<file path="config.mk">
export PLATFORM = sky130hd
export DESIGN_NAME = uart_8n1_transceiver_unit_flat
export DESIGN_NICKNAME = d
export VERILOG_FILES = /design/src/rtl/uart8_pkg.sv /design/src/rtl/uart8_in_if.sv /design/src/rtl/uart8_out_if.sv /design/src/rtl/uart_8n1_transceiver_unit.sv /design/src/rtl/uart8_tx.sv /design/src/rtl/uart8_rx.sv /design/src/rtl/uart8_obuf.sv /design/src/flat_wrapper.sv
export VERILOG_INCLUDE_DIRS = /design/src /design/src/rtl
export SDC_FILE = /design/constraint.sdc
export NUM_CORES = 1
export LEC_CHECK = 0
export BUFFER_PORTS_ARGS = -buffer_cell sky130_fd_sc_hd__clkbuf_2
export CAP_MARGIN = 20
export CORE_ASPECT_RATIO = 0.8
export CORE_UTILIZATION = 40
export DETAILED_ROUTE_END_ITERATION = 10
export PLACE_DENSITY_LB_ADDON = 0.25
export RECOVER_POWER = 100
export SLEW_MARGIN = 40
export SYNTH_ARGS = -nofsm -noshare
export SYNTH_HDL_FRONTEND = slang
export SYNTH_SLANG_ARGS = --single-unit
</file>
<file path="constraint.sdc">
create_clock -name clk -period 8.4 [get_ports clk]
set_input_delay 0.84 -clock clk [delete_from_list [all_inputs] [get_ports clk]]
set_output_delay 0.84 -clock clk [all_outputs]
set_load 0.02 [all_outputs]
</file>
<file path="src/rtl/uart_8n1_transceiver_unit_macros.svh">
// Assertion helpers for the UART transceiver. Every check is clocked on clk and
// is switched off while arst_n is low.
`ifndef UART_8N1_TRANSCEIVER_UNIT_MACROS_SVH
`define UART_8N1_TRANSCEIVER_UNIT_MACROS_SVH

// The consequent must hold in the same cycle as the antecedent.
`define UART8_ASSERT_SAME(lbl, ante, cons, msg) \
	lbl: assert property (@(posedge clk) disable iff (!arst_n) (ante) |-> (cons)) \
		else $error(msg);

// The consequent must hold in the cycle after the antecedent.
`define UART8_ASSERT_NEXT(lbl, ante, cons, msg) \
	lbl: assert property (@(posedge clk) disable iff (!arst_n) (ante) |=> (cons)) \
		else $error(msg);

`endif

</file>
<file path="src/rtl/uart8_pkg.sv">
package uart8_pkg;

	localparam int TIMER_WIDTH = 16;
	localparam int CFG_W = 16;
	localparam int PERIOD_W = TIMER_WIDTH + 1;
	localparam int CMP_W = ((PERIOD_W > CFG_W) ? PERIOD_W : CFG_W) + 1;
	localparam logic [CFG_W-1:0] CYCLES_PER_BIT_RESET = CFG_W'(260);

	// Transmit bit positions: start, eight data bits, stop.
	localparam logic [3:0] TX_IDX_START = 4'd0;
	localparam logic [3:0] TX_IDX_LAST_DATA = 4'd8;
	localparam logic [3:0] TX_IDX_STOP = 4'd9;

	typedef enum logic [1:0] {
		RX_IDLE = 2'd0,
		RX_DATA = 2'd1,
		RX_STOP = 2'd2
	} rx_phase_t;

	typedef struct packed {
		logic tx_level;
		logic send_busy;
	} tx_res_t;

	typedef struct packed {
		logic [7:0] received_byte;
		logic received_valid;
	} rx_res_t;

	typedef struct packed {
		logic tx_level;
		logic send_busy;
		logic [7:0] received_byte;
		logic received_valid;
	} result_t;

	// Bit period in ticks of the bit clock: zero counts as one, and the period never
	// exceeds the range of the bit timers.
	function automatic logic [PERIOD_W-1:0] bit_period(input logic [CFG_W-1:0] cfg);
		logic [CMP_W-1:0] wide;
		logic [CMP_W-1:0] limit;
		wide = CMP_W'(cfg);
		limit = CMP_W'(1) << TIMER_WIDTH;
		if (wide == '0) begin
			wide = CMP_W'(1);
		end
		if (wide > limit) begin
			wide = limit;
		end
		return wide[PERIOD_W-1:0];
	endfunction

endpackage

</file>
<file path="src/rtl/uart8_in_if.sv">
interface uart8_in_if;
	logic valid;
	logic ready;
	logic rx_level;
	logic send_request;
	logic [7:0] send_byte;

	modport source (output valid, output rx_level, output send_request, output send_byte,
		input ready);
	modport sink (input valid, input rx_level, input send_request, input send_byte,
		output ready);
endinterface

</file>
<file path="src/rtl/uart8_out_if.sv">
interface uart8_out_if;
	logic valid;
	logic ready;
	logic tx_level;
	logic send_busy;
	logic [7:0] received_byte;
	logic received_valid;

	modport source (output valid, output tx_level, output send_busy, output received_byte,
		output received_valid, input ready);
	modport sink (input valid, input tx_level, input send_busy, input received_byte,
		input received_valid, output ready);
endinterface

</file>
<file path="src/rtl/uart_8n1_transceiver_unit.sv">
// Full-duplex 8N1 UART. Each transfer on item_in is one tick of the bit clock:
// it carries the sampled receive line level and an optional send request with
// its byte. Each tick yields exactly one transfer on result_out with the
// transmit line level, the busy flag, the receive shift register and a
// one-tick received-byte strobe.
// cfg_we/cfg_wdata load cycles_per_bit, the bit period in ticks.
// A tick accepted into the input register is processed into the output
// queue when the queue has room, and its result is then offered from there.
// Throughput is one tick per clock cycle while results are taken; a single
// register stage sits in front of the transmit and receive timers.
// Reset: cycles_per_bit is 260, the transmitter is idle with the line high,
// the receiver waits for a start bit, and both shift registers are clear.
// When the result consumer stalls, up to two results wait in the output
// queue and one tick waits in the input register; item_in.ready then drops
// until a result transfer frees a slot. Timer state only advances as ticks
// move forward, so stalls never change the outcome.
`include "uart_8n1_transceiver_unit_macros.svh"

module uart_8n1_transceiver_unit (
	input  logic clk,
	input  logic arst_n,
	uart8_in_if.sink item_in,
	uart8_out_if.source result_out,
	input  logic cfg_we,
	input  logic [uart8_pkg::CFG_W-1:0] cfg_wdata
);

	logic [uart8_pkg::CFG_W-1:0] cycles_per_bit_q;
	logic [uart8_pkg::PERIOD_W-1:0] period;

	logic v_s1;
	logic rx_level_s1;
	logic send_request_s1;
	logic [7:0] send_byte_s1;

	logic accept;
	logic advance;
	logic room;
	logic [1:0] q_count;

	uart8_pkg::tx_res_t tx_res;
	uart8_pkg::rx_res_t rx_res;
	uart8_pkg::result_t res;
	uart8_pkg::result_t head;

	always_ff @(posedge clk or negedge arst_n) begin
		if (!arst_n) begin
			cycles_per_bit_q <= uart8_pkg::CYCLES_PER_BIT_RESET;
		end else if (cfg_we) begin
			cycles_per_bit_q <= cfg_wdata;
		end
	end

	assign period = uart8_pkg::bit_period(cycles_per_bit_q);

	assign advance = v_s1 && room;
	assign item_in.ready = !v_s1 || advance;
	assign accept = item_in.valid && item_in.ready;

	always_ff @(posedge clk or negedge arst_n) begin
		if (!arst_n) begin
			v_s1 <= 1'b0;
		end else if (item_in.ready) begin
			v_s1 <= item_in.valid;
		end
	end

	always_ff @(posedge clk) begin
		if (accept) begin
			rx_level_s1 <= item_in.rx_level;
			send_request_s1 <= item_in.send_request;
			send_byte_s1 <= item_in.send_byte;
		end
	end

	uart8_tx u_tx (
		.clk(clk),
		.arst_n(arst_n),
		.step(advance),
		.period(period),
		.send_request(send_request_s1),
		.send_byte(send_byte_s1),
		.res(tx_res)
	);

	uart8_rx u_rx (
		.clk(clk),
		.arst_n(arst_n),
		.step(advance),
		.period(period),
		.rx_level(rx_level_s1),
		.res(rx_res)
	);

	always_comb begin
		res.tx_level = tx_res.tx_level;
		res.send_busy = tx_res.send_busy;
		res.received_byte = rx_res.received_byte;
		res.received_valid = rx_res.received_valid;
	end

	uart8_obuf u_obuf (
		.clk(clk),
		.arst_n(arst_n),
		.push(advance),
		.din(res),
		.room(room),
		.out_valid(result_out.valid),
		.out_ready(result_out.ready),
		.dout(head),
		.count(q_count)
	);

	assign result_out.tx_level = head.tx_level;
	assign result_out.send_busy = head.send_busy;
	assign result_out.received_byte = head.received_byte;
	assign result_out.received_valid = head.received_valid;

	`UART8_ASSERT_SAME(a_queue_bound, 1'b1, q_count != 2'd3, "output queue overfilled")
	`UART8_ASSERT_SAME(a_idle_line_high, advance && !res.send_busy, res.tx_level,
		"transmit line low while transmitter idle")
	`UART8_ASSERT_NEXT(a_stall_holds, v_s1 && !room, v_s1, "stalled tick dropped")
	`UART8_ASSERT_NEXT(a_push_visible, advance, result_out.valid,
		"pushed result not offered")

endmodule

</file>
<file path="src/rtl/uart8_tx.sv">
module uart8_tx (
	input  logic clk,
	input  logic arst_n,
	input  logic step,
	input  logic [uart8_pkg::PERIOD_W-1:0] period,
	input  logic send_request,
	input  logic [7:0] send_byte,
	output uart8_pkg::tx_res_t res
);

	logic [7:0] shift_q, shift_n;
	logic [3:0] idx_q, idx_n;
	logic [uart8_pkg::TIMER_WIDTH-1:0] timer_q, timer_n;
	logic active_q, active_n;

	logic start;
	logic [7:0] eff_shift;
	logic [3:0] eff_idx;
	logic [uart8_pkg::TIMER_WIDTH-1:0] eff_timer;
	logic [uart8_pkg::PERIOD_W-1:0] tsum;
	logic [3:0] data_pos;

	always_comb begin
		start = !active_q && send_request;
		eff_shift = start ? send_byte : shift_q;
		eff_idx = start ? uart8_pkg::TX_IDX_START : idx_q;
		eff_timer = start ? '0 : timer_q;
		tsum = {1'b0, eff_timer} + uart8_pkg::PERIOD_W'(1);
		data_pos = eff_idx - 4'd1;

		shift_n = shift_q;
		idx_n = idx_q;
		timer_n = timer_q;
		active_n = active_q;
		res.tx_level = 1'b1;
		res.send_busy = 1'b0;

		if (active_q || send_request) begin
			res.send_busy = 1'b1;
			active_n = 1'b1;
			shift_n = eff_shift;
			if (eff_idx == uart8_pkg::TX_IDX_START) begin
				res.tx_level = 1'b0;
			end else if (eff_idx <= uart8_pkg::TX_IDX_LAST_DATA) begin
				res.tx_level = eff_shift[data_pos[2:0]];
			end
			if (tsum >= period) begin
				timer_n = '0;
				if (eff_idx >= uart8_pkg::TX_IDX_STOP) begin
					idx_n = uart8_pkg::TX_IDX_START;
					active_n = 1'b0;
				end else begin
					idx_n = eff_idx + 4'd1;
				end
			end else begin
				timer_n = tsum[uart8_pkg::TIMER_WIDTH-1:0];
				idx_n = eff_idx;
			end
		end
	end

	always_ff @(posedge clk or negedge arst_n) begin
		if (!arst_n) begin
			shift_q <= '0;
			idx_q <= '0;
			timer_q <= '0;
			active_q <= 1'b0;
		end else if (step) begin
			shift_q <= shift_n;
			idx_q <= idx_n;
			timer_q <= timer_n;
			active_q <= active_n;
		end
	end

endmodule

</file>
<file path="src/rtl/uart8_rx.sv">
module uart8_rx (
	input  logic clk,
	input  logic arst_n,
	input  logic step,
	input  logic [uart8_pkg::PERIOD_W-1:0] period,
	input  logic rx_level,
	output uart8_pkg::rx_res_t res
);

	uart8_pkg::rx_phase_t phase_q, phase_n;
	logic [uart8_pkg::PERIOD_W-1:0] timer_q, timer_n;
	logic [2:0] idx_q, idx_n;
	logic [7:0] shift_q, shift_n;

	logic [uart8_pkg::PERIOD_W:0] rsum;
	logic [uart8_pkg::PERIOD_W:0] target;

	always_comb begin
		rsum = {1'b0, timer_q} + (uart8_pkg::PERIOD_W + 1)'(1);
		// The first sample lands in the middle of bit 0, one and a half periods
		// after the falling edge of the start bit.
		if (idx_q == 3'd0) begin
			target = {1'b0, period} + {2'b00, period[uart8_pkg::PERIOD_W-1:1]};
		end else begin
			target = {1'b0, period};
		end

		phase_n = phase_q;
		timer_n = timer_q;
		idx_n = idx_q;
		shift_n = shift_q;
		res.received_valid = 1'b0;

		case (phase_q)
			uart8_pkg::RX_DATA: begin
				if (rsum >= target) begin
					timer_n = '0;
					shift_n = {rx_level, shift_q[7:1]};
					if (idx_q == 3'd7) begin
						idx_n = 3'd0;
						phase_n = uart8_pkg::RX_STOP;
					end else begin
						idx_n = idx_q + 3'd1;
					end
				end else begin
					timer_n = rsum[uart8_pkg::PERIOD_W-1:0];
				end
			end
			uart8_pkg::RX_STOP: begin
				if (rsum >= {1'b0, period}) begin
					timer_n = '0;
					res.received_valid = 1'b1;
					phase_n = uart8_pkg::RX_IDLE;
				end else begin
					timer_n = rsum[uart8_pkg::PERIOD_W-1:0];
				end
			end
			default: begin
				phase_n = uart8_pkg::RX_IDLE;
				if (!rx_level) begin
					phase_n = uart8_pkg::RX_DATA;
					timer_n = '0;
					idx_n = 3'd0;
				end
			end
		endcase

		res.received_byte = shift_n;
	end

	always_ff @(posedge clk or negedge arst_n) begin
		if (!arst_n) begin
			phase_q <= uart8_pkg::RX_IDLE;
			timer_q <= '0;
			idx_q <= '0;
			shift_q <= '0;
		end else if (step) begin
			phase_q <= phase_n;
			timer_q <= timer_n;
			idx_q <= idx_n;
			shift_q <= shift_n;
		end
	end

endmodule

</file>
<file path="src/rtl/uart8_obuf.sv">
module uart8_obuf (
	input  logic clk,
	input  logic arst_n,
	input  logic push,
	input  uart8_pkg::result_t din,
	output logic room,
	output logic out_valid,
	input  logic out_ready,
	output uart8_pkg::result_t dout,
	output logic [1:0] count
);

	uart8_pkg::result_t mem_q [2];
	logic wr_ptr_q;
	logic rd_ptr_q;
	logic [1:0] count_q;
	logic pop;

	assign out_valid = (count_q != 2'd0);
	assign pop = out_valid && out_ready;
	// A slot frees up in the same cycle the head transfer completes.
	assign room = (count_q != 2'd2) || pop;
	assign dout = mem_q[rd_ptr_q];
	assign count = count_q;

	always_ff @(posedge clk) begin
		if (push) begin
			mem_q[wr_ptr_q] <= din;
		end
	end

	always_ff @(posedge clk or negedge arst_n) begin
		if (!arst_n) begin
			wr_ptr_q <= 1'b0;
			rd_ptr_q <= 1'b0;
			count_q <= 2'd0;
		end else begin
			if (push) begin
				wr_ptr_q <= !wr_ptr_q;
			end
			if (pop) begin
				rd_ptr_q <= !rd_ptr_q;
			end
			if (push && !pop) begin
				count_q <= count_q + 2'd1;
			end else if (pop && !push) begin
				count_q <= count_q - 2'd1;
			end
		end
	end

endmodule
</file>
<file path="src/flat_wrapper.sv">
// flat-port wrapper written by rule: the top's interface ports become plain ports
module uart_8n1_transceiver_unit_flat 
  (clk, arst_n, cfg_we, cfg_wdata, item_in_valid, item_in_rx_level, item_in_send_request, item_in_send_byte, item_in_ready, result_out_valid, result_out_tx_level, result_out_send_busy, result_out_received_byte, result_out_received_valid, result_out_ready);
  uart8_in_if item_in_i ();
  uart8_out_if result_out_i ();
  input  logic clk;
  input  logic arst_n;
  input  logic cfg_we;
  input  logic [uart8_pkg::CFG_W-1:0] cfg_wdata;
  input wire logic [$bits(item_in_i.valid)-1:0] item_in_valid;
  input wire logic [$bits(item_in_i.rx_level)-1:0] item_in_rx_level;
  input wire logic [$bits(item_in_i.send_request)-1:0] item_in_send_request;
  input wire logic [$bits(item_in_i.send_byte)-1:0] item_in_send_byte;
  output wire logic [$bits(item_in_i.ready)-1:0] item_in_ready;
  output wire logic [$bits(result_out_i.valid)-1:0] result_out_valid;
  output wire logic [$bits(result_out_i.tx_level)-1:0] result_out_tx_level;
  output wire logic [$bits(result_out_i.send_busy)-1:0] result_out_send_busy;
  output wire logic [$bits(result_out_i.received_byte)-1:0] result_out_received_byte;
  output wire logic [$bits(result_out_i.received_valid)-1:0] result_out_received_valid;
  input wire logic [$bits(result_out_i.ready)-1:0] result_out_ready;
  assign item_in_i.valid = item_in_valid;
  assign item_in_i.rx_level = item_in_rx_level;
  assign item_in_i.send_request = item_in_send_request;
  assign item_in_i.send_byte = item_in_send_byte;
  assign item_in_ready = item_in_i.ready;
  assign result_out_valid = result_out_i.valid;
  assign result_out_tx_level = result_out_i.tx_level;
  assign result_out_send_busy = result_out_i.send_busy;
  assign result_out_received_byte = result_out_i.received_byte;
  assign result_out_received_valid = result_out_i.received_valid;
  assign result_out_i.ready = result_out_ready;
  uart_8n1_transceiver_unit u_core (.clk(clk), .arst_n(arst_n), .item_in(item_in_i), .result_out(result_out_i), .cfg_we(cfg_we), .cfg_wdata(cfg_wdata));
endmodule
</file>
Word-level counts from Yosys, hierarchy flattened
Memory sizes are Yosys's and may differ from the RTL's.
Index checks and enable logic that the tools add are counted.
{ "word_totals": {"reg_bits": 90, "latch_bits": 0, "mem_bits_rw": 22, "romBits": 0, "output_inout_bits": 13, "word_cells": 103, "mem_count": 1} }
{ "classes": {"addsub": 8, "multipliers": 0, "div_mod_pow": 0, "magnitude_cmp": 7, "n_eq_ne": 9, "shift": 0, "mux": 37, "n_bitwise": 1, "n_reduce_logical": 24} }
{ "mem_list": {"columns": ["name", "depth", "width", "rd", "rd_ports_with_merged_regs", "wr", "line", "rtl"], "rows": [
  ["u_core.u_obuf.mem_q", 2, 11, 1, 0, 1, "uart8_obuf.sv:13", "uart8_pkg::result_t mem_q [2];"]
]} }
{ "ops": {"columns": ["cell", "count"], "rows": [
  ["17-bit 2-to-1 mux", 4],
  ["16-bit 2-to-1 mux", 3],
  ["17-bit case mux with 2 select lines", 1],
  ["8-bit 2-to-1 mux", 3],
  ["17-bit by 1-bit adder with 18-bit output, second input constant", 1],
  ["17-bit by 16-bit adder with 18-bit output", 1],
  ["18-bit by 17-bit >= comparator with 1-bit output", 1],
  ["18-bit >= comparator", 1],
  ["18-bit 2-to-1 mux", 1],
  ["16-bit by 1-bit adder with 17-bit output, second input constant", 1],
  ["17-bit >= comparator", 1],
  ["16-bit by 17-bit > comparator with 1-bit output, second input constant", 1],
  ["16-bit logical NOT", 1],
  ["2-bit 2-to-1 mux", 6],
  ["4-bit 2-to-1 mux", 3],
  ["1-bit 2-to-1 mux", 10],
  ["2-bit != test, second input constant", 5],
  ["3-bit 2-to-1 mux", 3],
  ["4-bit AND reduction", 2],
  ["1-bit logical AND", 6],
  ["1-bit logical NOT", 6],
  ["3-bit case mux with 2 select lines", 1],
  ["4-bit by 1-bit adder with 4-bit output, second input constant", 1],
  ["4-bit >= comparator, second input constant", 1],
  ["other kinds (18)", 22]
]} }

Depth between registers and ports, before layout
Gate-level depths: netlist (run 1).
{ "logic_depth": {"ltp_word": 9, "ltp_mapped": 26} }

Cells and area by module
Synthesis (run 1) repeated with hierarchy kept, for this count alone.
{ "hier_totals": {"cells_unflattened": 778, "hier_area_um2": 7807.5} }
{ "by_module_without_submodules": {"columns": ["module", "n_inst", "cells_each", "area_per_inst_um2", "seq_area_each_um2"], "rows": [
  ["uart8_rx", 1, 387, 3432.0, 750.7],
  ["uart8_tx", 1, 271, 2282.2, 725.7],
  ["uart_8n1_transceiver_unit", 1, 70, 1096.1, 728.2],
  ["uart8_obuf", 1, 50, 997.2, 760.7]
]} }

Worst setup path after synthesis (run 1)
Ideal clock, no wire load.
{ "synth_path": {"path_kind": "reg2reg", "from": "reg u_core.cycles_per_bit_q[8] (netlist bit)", "to": "mem u_core.u_obuf.mem_q[0][2] (netlist bit), data pin", "setup_ns": 0.262, "arrival_ns": 4.583, "required_ns": 8.138, "path_slack_ns": 3.555, "stages_incl_launch_ff": 25, "path_buffers": 2, "synth_period_minus_slack_ns": 4.845, "cell_sequence": "dfstp_2 inv_1 ha_1 nand4_1 nor2_1 nand3_1 clkbuf_1 nand2_1 inv_1 ha_1 nand4_1 a21oi_1 nor4b_1 o31ai_1 o21ai_0 nand2_1 a2bb2oi_1 ha_1 a21oi_1 o21ai_0 nor3_1 a31oi_1 o21ai_1 clkbuf_1 mux2_2"} }
{ "synth_rtl": {"columns": ["element", "line", "rtl"], "rows": [
  ["from (decl)", "uart_8n1_transceiver_unit.sv:28", "logic [uart8_pkg::CFG_W-1:0] cycles_per_bit_q;"],
  ["from (signal assigned)", "uart_8n1_transceiver_unit.sv:48", "cycles_per_bit_q <= uart8_pkg::CYCLES_PER_BIT_RESET;"],
  ["from (signal assigned)", "uart_8n1_transceiver_unit.sv:50", "cycles_per_bit_q <= cfg_wdata;"],
  ["to (decl)", "uart8_obuf.sv:13", null]
]} }

Worst setup path in the final report (run 1)
{ "layout_path": {"from": "reg u_core.cycles_per_bit_q[14] (netlist bit)", "to": "reg u_core.u_rx.shift_q[6]"} }
{ "layout_via": {"elab_chain_len": 9} }
{ "layout_rtl": {"columns": ["element", "line", "rtl"], "rows": [
  ["16-bit logical NOT", "uart8_pkg.sv:44", "if (wide == '0) begin"],
  ["16-bit 2-to-1 mux (*)", "uart8_pkg.sv:44", null],
  ["16-bit by 17-bit > comparator with 1-bit output", "uart8_pkg.sv:47", "if (wide > limit) begin"],
  ["17-bit 2-to-1 mux (*)", "uart8_pkg.sv:47", null],
  ["17-bit by 16-bit adder with 18-bit output", "uart8_rx.sv:23", "target = {1'b0, period} + {2'b00, period[uart8_pkg::PERIOD_W-1:1]};"],
  ["18-bit 2-to-1 mux (*)", "uart8_rx.sv:22", "if (idx_q == 3'd0) begin"],
  ["18-bit >= comparator (*)", "uart8_rx.sv:36", "if (rsum >= target) begin"],
  ["8-bit 2-to-1 mux (*)", "uart8_rx.sv:36", null],
  ["8-bit 2-to-1 mux (*)", "uart8_rx.sv:34", "case (phase_q)"],
  ["to (signal assigned)", "uart8_rx.sv:81", "shift_q <= shift_n;"],
  ["to (decl)", "uart8_rx.sv:13", "logic [7:0] shift_q, shift_n;"]
]} }
Every way passes the cells marked *; elsewhere a longest branch is shown, timed or not.
A chain may end at the register's enable or synchronous reset.

==> report_table.html, run 1 <==
<table>
<tr><th>Metric</th><th>Value</th></tr>
<tr><th colspan="2">Synth</th></tr>
<tr><td>Leading post-synthesis cells by instance count</td><td>118 x sky130_fd_sc_hd__nand2_1, 83 x sky130_fd_sc_hd__ha_1, 78 x sky130_fd_sc_hd__dfrtp_1</td></tr>
<tr><td>Share of the synthesized area in the top cell type</td><td>0.252</td></tr>
<tr><td>Post-synth top area cell</td><td>sky130_fd_sc_hd__dfrtp_1</td></tr>
<tr><td>Most common flop cell mapped by yosys</td><td>sky130_fd_sc_hd__dfrtp_1</td></tr>
<tr><td>Share of the yosys chip area belonging to registers</td><td>0.382</td></tr>
<tr><td>Warnings from Yosys</td><td>0</td></tr>
<tr><td>Post-Synthesis Mean Instance Area</td><td>9.37 µm²</td></tr>
<tr><td>Asr flop ratio synth</td><td>0.714</td></tr>
<tr><td>Netlist Area Pre-Place</td><td>7760 µm²</td></tr>
<tr><td>Post-Synthesis Cells</td><td>828</td></tr>
<tr><td>Leading cell type by number of instances after synthesis</td><td>sky130_fd_sc_hd__nand2_1</td></tr>
<tr><td>Distinct cells, synth</td><td>68</td></tr>
<tr><td>Syn_nets</td><td>943</td></tr>
<tr><td>Dominant cells by area after synthesis</td><td>sky130_fd_sc_hd__dfrtp_1 25%, sky130_fd_sc_hd__ha_1 13%, sky130_fd_sc_hd__edfxtp_1 12%</td></tr>
<tr><td>Yosys reg bits</td><td>112</td></tr>
<tr><td>Number of flops mapped to enable cells by yosys</td><td>32</td></tr>
<tr><th colspan="2">Final layout</th></tr>
<tr><td>Post-layout nets</td><td>971</td></tr>
<tr><td>Design Area, Final</td><td>8480 µm²</td></tr>
<tr><td>Final cell count without fillers</td><td>1119</td></tr>
<tr><td>Layout Area Growth over Synthesis</td><td>9.27%</td></tr>
<tr><td>Filler cells</td><td>1854</td></tr>
<tr><td>Number of diodes added for antenna fixing</td><td>0</td></tr>
<tr><td>Fraction of layout cells with a size suffix above 1</td><td>0.102</td></tr>
<tr><td>Final core occ</td><td>0.447</td></tr>
<tr><th colspan="2">Critical path</th></tr>
<tr><td>Startpoint class of the critical path</td><td>flop</td></tr>
<tr><td>Classification of the worst setup path</td><td>reg -&gt; reg</td></tr>
<tr><td>Worst EP required</td><td>8.65 ns</td></tr>
<tr><td>Category of the worst setup path capture point</td><td>flop</td></tr>
<tr><td>Critical-path maximum fanout</td><td>16</td></tr>
<tr><td>Arrival time of data at the critical path endpoint</td><td>6.99 ns</td></tr>
<tr><th colspan="2">STA</th></tr>
<tr><td>Post-layout minimum cycle time</td><td>6.74 ns</td></tr>
<tr><td>Final number of setup-violating endpoints</td><td>0</td></tr>
<tr><td>Post-Route Setup TNS</td><td>0 ns</td></tr>
<tr><td>Worst Hold Margin</td><td>0.478 ns</td></tr>
<tr><td>Worst slew margin</td><td>-2.10</td></tr>
<tr><td>Pins Over Slew Limit</td><td>81</td></tr>
<tr><td>Achievable frequency</td><td>148 MHz</td></tr>
<tr><td>Tcrit/Tclk final</td><td>0.803</td></tr>
<tr><td>Transition time of the tightest slew-check pin</td><td>4.65 ns</td></tr>
<tr><td>Unrepaired setup endpoints after global routing</td><td>no</td></tr>
<tr><td>Count of endpoints failing hold in the final timing report</td><td>0</td></tr>
<tr><td>PnR worst setup slack</td><td>1.66 ns</td></tr>
<tr><td>Clk_skew</td><td>0.0105 ns</td></tr>
<tr><th colspan="2">Route</th></tr>
<tr><td>Overall via count from detail_route</td><td>5917</td></tr>
<tr><td>Number of remaining DRC errors</td><td>0</td></tr>
<tr><td>Average detailed-routed wire length per instance</td><td>15.1 µm</td></tr>
<tr><td>Overall routed net length</td><td>16.9 mm</td></tr>
<tr><td>First-pass iteration count of the detailed router</td><td>5</td></tr>
<tr><td>Vias per cell</td><td>5.29</td></tr>
<tr><td>Number of nets with antenna violations after detailed routing</td><td>0</td></tr>
<tr><td>1st-iter DRT viols</td><td>389</td></tr>
<tr><th colspan="2">Clock tree</th></tr>
<tr><td>Maximum clock path buffer count</td><td>2</td></tr>
<tr><td>Clock sinks</td><td>112</td></tr>
<tr><td>Clock network latency to the later pin of the worst-skew pair</td><td>0.36 ns</td></tr>
<tr><td>Count of buffers added by post-CTS timing repair for setup</td><td>0</td></tr>
<tr><td>Clock-pin slew of the registers on the worst-case setup and hold paths</td><td>0.08 ns</td></tr>
<tr><td>TritonCTS clock tree</td><td>done</td></tr>
<tr><td>Quantity of hold-fixing buffers added after cts</td><td>0</td></tr>
<tr><td>Number of levels in the clock H-tree</td><td>3</td></tr>
<tr><td>Clock root buffer</td><td>sky130_fd_sc_hd__clkbuf_16</td></tr>
<tr><td>Number of instances resized during post-cts repair</td><td>0</td></tr>
<tr><td>Total CTS buffers</td><td>9</td></tr>
<tr><th colspan="2">Pwr</th></tr>
<tr><td>Total leakage power</td><td>3.85 nW</td></tr>
<tr><td>Total power draw</td><td>1.76 mW</td></tr>
<tr><td>Power density over cell area</td><td>208 nW/µm²</td></tr>
<tr><td>Peak supply drop</td><td>130 µV</td></tr>
<tr><th colspan="2">Global routing</th></tr>
<tr><td>Total global routing track utilization</td><td>0.180</td></tr>
<tr><td>Antenna violations before repair</td><td>0</td></tr>
<tr><td>Pin count of the biggest net entering global routing</td><td>81</td></tr>
<tr><td>Sum of overflow across all layers after global routing</td><td>0</td></tr>
<tr><td>Via count of the first global-routing pass</td><td>5605</td></tr>
<tr><td>First-pass GRT wire length</td><td>28.5 mm</td></tr>
<tr><th colspan="2">Hold path</th></tr>
<tr><td>Path category of the worst min-delay check</td><td>reg -&gt; reg</td></tr>
<tr><th colspan="2">Die</th></tr>
<tr><td>Horizontal die dimension</td><td>158 µm</td></tr>
<tr><td>Die area</td><td>20000 µm²</td></tr>
<tr><td># rows</td><td>45</td></tr>
<tr><td>Die span in y</td><td>127 µm</td></tr>
<tr><td>Number of top-level pins</td><td>44</td></tr>
<tr><td>Initial cell density of the core</td><td>0.409</td></tr>
<tr><td>Floorplan core area</td><td>19000 µm²</td></tr>
<tr><th colspan="2">Run status</th></tr>
<tr><td>Violations in the final reports</td><td>capacitance limit, slew limit</td></tr>
<tr><td>Result of the run</td><td>complete, but fails checks</td></tr>
<tr><th colspan="2">Run</th></tr>
<tr><td>Count of maximum capacitance violations</td><td>2</td></tr>
<tr><th colspan="2">Placed design</th></tr>
<tr><td>Placed cell area</td><td>8230 µm²</td></tr>
<tr><td>Input/output buffers</td><td>43</td></tr>
<tr><td>Worst setup slack before clock tree synthesis</td><td>2.24 ns</td></tr>
<tr><td>Final estimated routing congestion in global placement</td><td>0.860</td></tr>
<tr><td>Placed Cells incl. Taps</td><td>1103</td></tr>
<tr><td>HPWL reported at the end of detailed placement</td><td>12.7 mm</td></tr>
</table>
==> placed cells by master, fill, tap and decap left out, types with 15 or more instances in the layout <==
cell type,instances
sky130_fd_sc_hd__clkbuf_2,27
sky130_fd_sc_hd__ha_1,83
sky130_fd_sc_hd__mux2_2,27
sky130_fd_sc_hd__xor2_1,15
sky130_fd_sc_hd__inv_1,47
sky130_fd_sc_hd__xnor2_1,29
sky130_fd_sc_hd__clkbuf_1,18
sky130_fd_sc_hd__nor2_1,65
sky130_fd_sc_hd__nand3_1,28
sky130_fd_sc_hd__o211ai_1,16
sky130_fd_sc_hd__a21oi_1,43
sky130_fd_sc_hd__edfxtp_1,32
sky130_fd_sc_hd__nand2_1,117
sky130_fd_sc_hd__nand4_1,17
sky130_fd_sc_hd__o21ai_0,45
sky130_fd_sc_hd__dfrtp_1,78
==> metal layers <==
layer  GRT usage  vias up  share of wire
met4      0.0463        0          0.011
met5           0        -              0
met1       0.272     2776           0.54
met2       0.265      103           0.41
met3      0.0284       10          0.035
li1            -     3028              -
==> sequential cells by signal, indices dropped and copies added, names as in the netlist, 2 cells and up <==
name / flops
u_core.u_obuf.count: 2
u_core.u_tx.idx_q: 4
u_core.u_tx.shift_q: 8
u_core.cycles_per_bit_q: 16
u_core.u_rx.shift_q: 8
u_core.u_rx.phase_q: 2
u_core.u_tx.timer_q: 16
u_core.u_rx.idx_q: 3
u_core.send_byte_s1: 8
u_core.u_obuf.mem_q: 22
u_core.u_rx.timer_q: 17
==> worst paths after layout <==
kind / startpoint / to / slack (ns) / cells after the start
worst min-delay path: u_core.send_byte_s1[7]$_DFFE_PP_ / u_core.u_tx.shift_q[7]$_DFFE_PN0P_ / 0.48 / 1
max in group asynchronous: arst_n / u_core.u_rx.idx_q[0]$_DFFE_PN0P_ / 3.67 / 1
worst min register to register: u_core.send_byte_s1[7]$_DFFE_PP_ / u_core.u_tx.shift_q[7]$_DFFE_PN0P_ / 0.48 / 1
worst max-delay path: u_core.cycles_per_bit_q[14]$_DFFE_PN0P_ / u_core.u_rx.shift_q[6]$_DFFE_PN0P_ / 1.66 / 23
min in group asynchronous: arst_n / u_core.cycles_per_bit_q[9]$_DFFE_PN0P_ / 2.14 / 1
worst max register to register: u_core.cycles_per_bit_q[14]$_DFFE_PN0P_ / u_core.u_rx.shift_q[6]$_DFFE_PN0P_ / 1.66 / 23
==> power breakdown <==
group	switching (mW)	internal (mW)	total, mW
Clock	0.228	0.217	0.445
Combinational	0.343	0.239	0.582
Sequential	0.0773	0.658	0.735
Total	0.648	1.11	1.76
==> layout make-up <==
cell class	instances	area, µm²	area share
Timing Repair Buffer	49	233	0.0274
Multi-Input combinational cell	636	4460	0.526
Clock buffer	9	225	0.0266
Inverter	48	180	0.0212
Clock inverter	7	93.8	0.0111
Sequential cell	112	2970	0.350
Tap cell	258	323	0.0381
==> cells by family (layout without fill, tap and decap cells) <==
logic type | Yosys count | after routing | share of synthesized area
muxes | 44 | 44 | 0.0622
xor gates and xnor gates | 44 | 44 | 0.0497
and+or+nand+nor | 287 | 287 | 0.173
adders and majority gates | 84 | 84 | 0.136
AOI/OAI and AO/OA | 177 | 177 | 0.155
DFF | 112 | 112 | 0.382
buffers and inverters | 80 | 113 | 0.0416
==> critical path, stage by stage, from the launching register on <==
cell and delay, ns:
sky130_fd_sc_hd__dfrtp_1 0.41, sky130_fd_sc_hd__inv_1 0.11, sky130_fd_sc_hd__ha_1 0.18, sky130_fd_sc_hd__nand4_1 0.10, sky130_fd_sc_hd__nor2_1 0.09, sky130_fd_sc_hd__nand3_1 0.48
sky130_fd_sc_hd__nand2_1 0.36, sky130_fd_sc_hd__inv_1 0.07, sky130_fd_sc_hd__ha_1 0.23, sky130_fd_sc_hd__a21o_1 0.20, sky130_fd_sc_hd__a21o_1 0.20, sky130_fd_sc_hd__nor4b_1 0.43
sky130_fd_sc_hd__o31ai_1 0.18, sky130_fd_sc_hd__o21ai_0 0.29, sky130_fd_sc_hd__nand2_1 0.09, sky130_fd_sc_hd__a2bb2oi_1 0.14, sky130_fd_sc_hd__ha_1 0.34, sky130_fd_sc_hd__a21oi_1 0.14
sky130_fd_sc_hd__o21ai_0 0.14, sky130_fd_sc_hd__nor3_1 0.22, sky130_fd_sc_hd__a31oi_1 0.17, sky130_fd_sc_hd__o21ai_0 1.16, sky130_fd_sc_hd__or2_0 0.50, sky130_fd_sc_hd__mux2_2 0.39
No activity file was read; power rests on OpenSTA's default activity.
==> run 2: changes to the inputs <==
==> constraint.sdc (replaced) <==
create_clock -name clk -period 6.1 [get_ports clk]
set_input_delay 0.61 -clock clk [delete_from_list [all_inputs] [get_ports clk]]
set_output_delay 0.61 -clock clk [all_outputs]
set_load 0.02 [all_outputs]
==> report_table.html, run 2 (synthesis gave the netlist of run 1 again) <==
<table>
<tr><th>Metric</th><th>Value</th></tr>
<tr><th colspan="2">Critical path</th></tr>
<tr><td>Startpoint of the most critical register-to-register path</td><td>u_core.cycles_per_bit_q[14]$_DFFE_PN0P_ (unchanged)</td></tr>
<tr><td>Worst EP required</td><td>6.35 ns (was 8.65 ns)</td></tr>
<tr><td>Classification of the worst setup path</td><td>reg -&gt; reg (unchanged)</td></tr>
<tr><td>CP Launch Point</td><td>u_core.cycles_per_bit_q[14]$_DFFE_PN0P_ (unchanged)</td></tr>
<tr><td>Category of the worst setup path capture point</td><td>flop (unchanged)</td></tr>
<tr><td>Critical-path maximum fanout</td><td>11 (was 16)</td></tr>
<tr><td>Arrival time of data at the critical path endpoint</td><td>5.97 ns (was 6.99 ns)</td></tr>
<tr><td>Startpoint class of the critical path</td><td>flop (unchanged)</td></tr>
<tr><th colspan="2">STA</th></tr>
<tr><td>Pins Over Slew Limit</td><td>81 (unchanged)</td></tr>
<tr><td>Post-layout minimum cycle time</td><td>5.72 ns (was 6.74 ns)</td></tr>
<tr><td>Final number of setup-violating endpoints</td><td>0 (unchanged)</td></tr>
<tr><td>Transition time of the tightest slew-check pin</td><td>4.33 ns (was 4.65 ns)</td></tr>
<tr><td>Tcrit/Tclk final</td><td>0.938 (was 0.803)</td></tr>
<tr><td>Clk_skew</td><td>0.0112 ns (was 0.0105 ns)</td></tr>
<tr><td>Post-Route Setup TNS</td><td>0 ns (unchanged)</td></tr>
<tr><td>Unrepaired setup endpoints after global routing</td><td>no (unchanged)</td></tr>
<tr><td>Count of endpoints failing hold in the final timing report</td><td>0 (unchanged)</td></tr>
<tr><td>Achievable frequency</td><td>175 MHz (was 148 MHz)</td></tr>
<tr><td>Worst slew margin</td><td>-1.89 (was -2.10)</td></tr>
<tr><th colspan="2">Die</th></tr>
<tr><td>Number of top-level pins</td><td>44 (unchanged)</td></tr>
<tr><td>Die area</td><td>20000 µm² (unchanged)</td></tr>
<tr><td>Floorplan core area</td><td>19000 µm² (unchanged)</td></tr>
<tr><td>Die span in y</td><td>127 µm (unchanged)</td></tr>
<tr><td>Horizontal die dimension</td><td>158 µm (unchanged)</td></tr>
<tr><td>Initial cell density of the core</td><td>0.409 (unchanged)</td></tr>
<tr><td># rows</td><td>45 (unchanged)</td></tr>
<tr><th colspan="2">Final layout</th></tr>
<tr><td>Top flop regs</td><td>u_core.u_obuf.mem_q x22, u_core.u_rx.timer_q x17 (unchanged)</td></tr>
<tr><td>Filler cells</td><td>1829 (was 1854)</td></tr>
<tr><td>Most frequent standard cell in the layout excluding fill and tap cells</td><td>sky130_fd_sc_hd__nand2_1 (unchanged)</td></tr>
<tr><td>Top reg by flops</td><td>u_core.u_obuf.mem_q (unchanged)</td></tr>
<tr><td>Number of diodes added for antenna fixing</td><td>0 (unchanged)</td></tr>
<tr><td>Layout Area Growth over Synthesis</td><td>10.6% (was 9.27%)</td></tr>
<tr><td>Fraction of layout cells with a size suffix above 1</td><td>0.122 (was 0.102)</td></tr>
<tr><td>Most frequent cells in the layout</td><td>117 x sky130_fd_sc_hd__nand2_1, 83 x sky130_fd_sc_hd__ha_1, 78 x sky130_fd_sc_hd__dfrtp_1, 65 x sky130_fd_sc_hd__nor2_1, 47 x sky130_fd_sc_hd__inv_1 (unchanged)</td></tr>
<tr><td>Design Area, Final</td><td>8580 µm² (was 8480 µm²)</td></tr>
<tr><td>Post-layout nets</td><td>980 (was 971)</td></tr>
<tr><td>Final cell count without fillers</td><td>1128 (was 1119)</td></tr>
<tr><td>Number of flip-flops in the largest register</td><td>22 (unchanged)</td></tr>
<tr><td>Final core occ</td><td>0.452 (was 0.447)</td></tr>
<tr><th colspan="2">Clock tree</th></tr>
<tr><td>Number of levels in the clock H-tree</td><td>3 (unchanged)</td></tr>
<tr><td>Clock sinks</td><td>112 (unchanged)</td></tr>
<tr><td>Clock root buffer</td><td>sky130_fd_sc_hd__clkbuf_16 (unchanged)</td></tr>
<tr><td>Maximum clock path buffer count</td><td>2 (unchanged)</td></tr>
<tr><td>Clock-pin slew of the registers on the worst-case setup and hold paths</td><td>0.08 ns (about the same)</td></tr>
<tr><td>TritonCTS clock tree</td><td>done (unchanged)</td></tr>
<tr><td>Clock network latency to the later pin of the worst-skew pair</td><td>0.36 ns (about the same)</td></tr>
<tr><td>Total CTS buffers</td><td>9 (unchanged)</td></tr>
<tr><th colspan="2">Run status</th></tr>
<tr><td>Violations in the final reports</td><td>capacitance limit, slew limit (unchanged)</td></tr>
<tr><td>Result of the run</td><td>complete, but fails checks (unchanged)</td></tr>
<tr><th colspan="2">Global routing</th></tr>
<tr><td>Antenna violations before repair</td><td>0 (unchanged)</td></tr>
<tr><td>Sum of overflow across all layers after global routing</td><td>0 (unchanged)</td></tr>
<tr><td>First-pass GRT wire length</td><td>29.2 mm (was 28.5 mm)</td></tr>
<tr><td>Via count of the first global-routing pass</td><td>5597 (was 5605)</td></tr>
<tr><td>Pin count of the biggest net entering global routing</td><td>81 (unchanged)</td></tr>
<tr><td>Total global routing track utilization</td><td>0.186 (was 0.180)</td></tr>
<tr><th colspan="2">Route</th></tr>
<tr><td>Number of nets with antenna violations after detailed routing</td><td>0 (unchanged)</td></tr>
<tr><td>Vias per cell</td><td>5.31 (was 5.29)</td></tr>
<tr><td>Overall routed net length</td><td>17.5 mm (was 16.9 mm)</td></tr>
<tr><td>Average detailed-routed wire length per instance</td><td>15.5 µm (was 15.1 µm)</td></tr>
<tr><td>Number of remaining DRC errors</td><td>0 (unchanged)</td></tr>
<tr><td>1st-iter DRT viols</td><td>366 (was 389)</td></tr>
<tr><td>Overall via count from detail_route</td><td>5994 (was 5917)</td></tr>
<tr><td>First-pass iteration count of the detailed router</td><td>5 (unchanged)</td></tr>
<tr><th colspan="2">Hold path</th></tr>
<tr><td>Path category of the worst min-delay check</td><td>in -&gt; reg (was reg -&gt; reg)</td></tr>
<tr><td>Min-delay src</td><td>item_in_send_byte[6] (was u_core.send_byte_s1[7]$_DFFE_PP_)</td></tr>
<tr><th colspan="2">Placed design</th></tr>
<tr><td>Final estimated routing congestion in global placement</td><td>0.875 (was 0.860)</td></tr>
<tr><td>Placed Cells incl. Taps</td><td>1108 (was 1103)</td></tr>
<tr><td>Input/output buffers</td><td>43 (unchanged)</td></tr>
<tr><td>HPWL reported at the end of detailed placement</td><td>13.1 mm (was 12.7 mm)</td></tr>
<tr><td>Placed cell area</td><td>8270 µm² (was 8230 µm²)</td></tr>
<tr><th colspan="2">Run</th></tr>
<tr><td>Count of maximum capacitance violations</td><td>1 (was 2)</td></tr>
<tr><th colspan="2">Pwr</th></tr>
<tr><td>Peak supply drop</td><td>154 µV (was 130 µV)</td></tr>
<tr><td>Total power draw</td><td>2.47 mW (was 1.76 mW)</td></tr>
<tr><td>Total leakage power</td><td>3.90 nW (was 3.85 nW)</td></tr>
<tr><td>Power density over cell area</td><td>288 nW/µm² (was 208 nW/µm²)</td></tr>
</table>
[run 2: final timing paths]
| check | endpoint | slack [ns] | depth (start not counted) |
|---|---|---|---|
| setup reg to reg | u_core.u_rx.shift_q[1]$_DFFE_PN0P_ | 0.38 | 24 |
| min in group asynchronous | u_core.cycles_per_bit_q[10]$_DFFE_PN0P_ | 1.75 | 1 |
| hold / removal | u_core.send_byte_s1[6]$_DFFE_PP_ | 0.42 | 1 |
| hold reg to reg | u_core.u_tx.shift_q[0]$_DFFE_PN0P_ | 0.48 | 1 |
| setup / recovery | u_core.u_rx.shift_q[1]$_DFFE_PN0P_ | 0.38 | 24 |
| max in group asynchronous | u_core.u_rx.timer_q[11]$_DFFE_PN0P_ | 1.87 | 1 |
[run 2: what timing repair did]
action	4_1_cts	5_1_grt
gates resized for setup	0	0
setup endpoints to repair	0	9
hold buffers	0	0
setup buffers	0	4
[run 2: routing by layer]
| layer | share of wire | up-vias | track usage |
|---|---|---|---|
| met4 | 0.011 | 0 | 0.0434 |
| met1 | 0.54 | 2829 | 0.291 |
| met3 | 0.039 | 11 | 0.0301 |
| met2 | 0.41 | 108 | 0.264 |
| li1 | - | 3046 | - |
| met5 | 0 | - | 0 |
[run 2: area by class of cell]
type,instances,area [µm²],share of cell area
Clock inverter,7,108,0.0125
Tap cell,258,323,0.0376
Clock buffer,9,225,0.0262
Inverter,48,180,0.0210
Timing Repair Buffer,58,307,0.0357
Sequential cell,112,2970,0.345
Multi-Input combinational cell,636,4480,0.521
[run 2: through the flow]
stage               hold WS (ns)  setup WS [ns]
floorplan                  0.314           1.25
global route               0.407        0.00681
CTS                        0.313          0.526
detailed placement         0.464          0.547
global placement           0.465          0.521
finish                     0.424          0.381
[run 2: worst max-delay path, cell delays in order (launching register included)]
cell and delay [ns]:
sky130_fd_sc_hd__dfrtp_1 0.41, sky130_fd_sc_hd__inv_1 0.11, sky130_fd_sc_hd__ha_1 0.17, sky130_fd_sc_hd__nand4_1 0.09, sky130_fd_sc_hd__nor2_1 0.09, sky130_fd_sc_hd__nand3_1 0.20
sky130_fd_sc_hd__buf_4 0.25, sky130_fd_sc_hd__nand2_1 0.15, sky130_fd_sc_hd__inv_1 0.07, sky130_fd_sc_hd__ha_1 0.21, sky130_fd_sc_hd__a21o_1 0.21, sky130_fd_sc_hd__a21o_1 0.21
sky130_fd_sc_hd__nor4b_1 0.61, sky130_fd_sc_hd__o31ai_1 0.17, sky130_fd_sc_hd__o21ai_0 0.30, sky130_fd_sc_hd__nand2_1 0.09, sky130_fd_sc_hd__a2bb2oi_1 0.13, sky130_fd_sc_hd__ha_1 0.35
sky130_fd_sc_hd__nand2_1 0.05, sky130_fd_sc_hd__o21ai_0 0.22, sky130_fd_sc_hd__o2111ai_1 0.15, sky130_fd_sc_hd__a31oi_1 0.43, sky130_fd_sc_hd__o21ai_1 0.23, sky130_fd_sc_hd__or2_1 0.38
sky130_fd_sc_hd__mux2_2 0.31
[run 2: report_power, final]
group / internal, mW / switching (mW) / total [mW]
registers: 0.906 / 0.107 / 1.01
clock network: 0.337 / 0.314 / 0.651
logic: 0.332 / 0.473 / 0.805
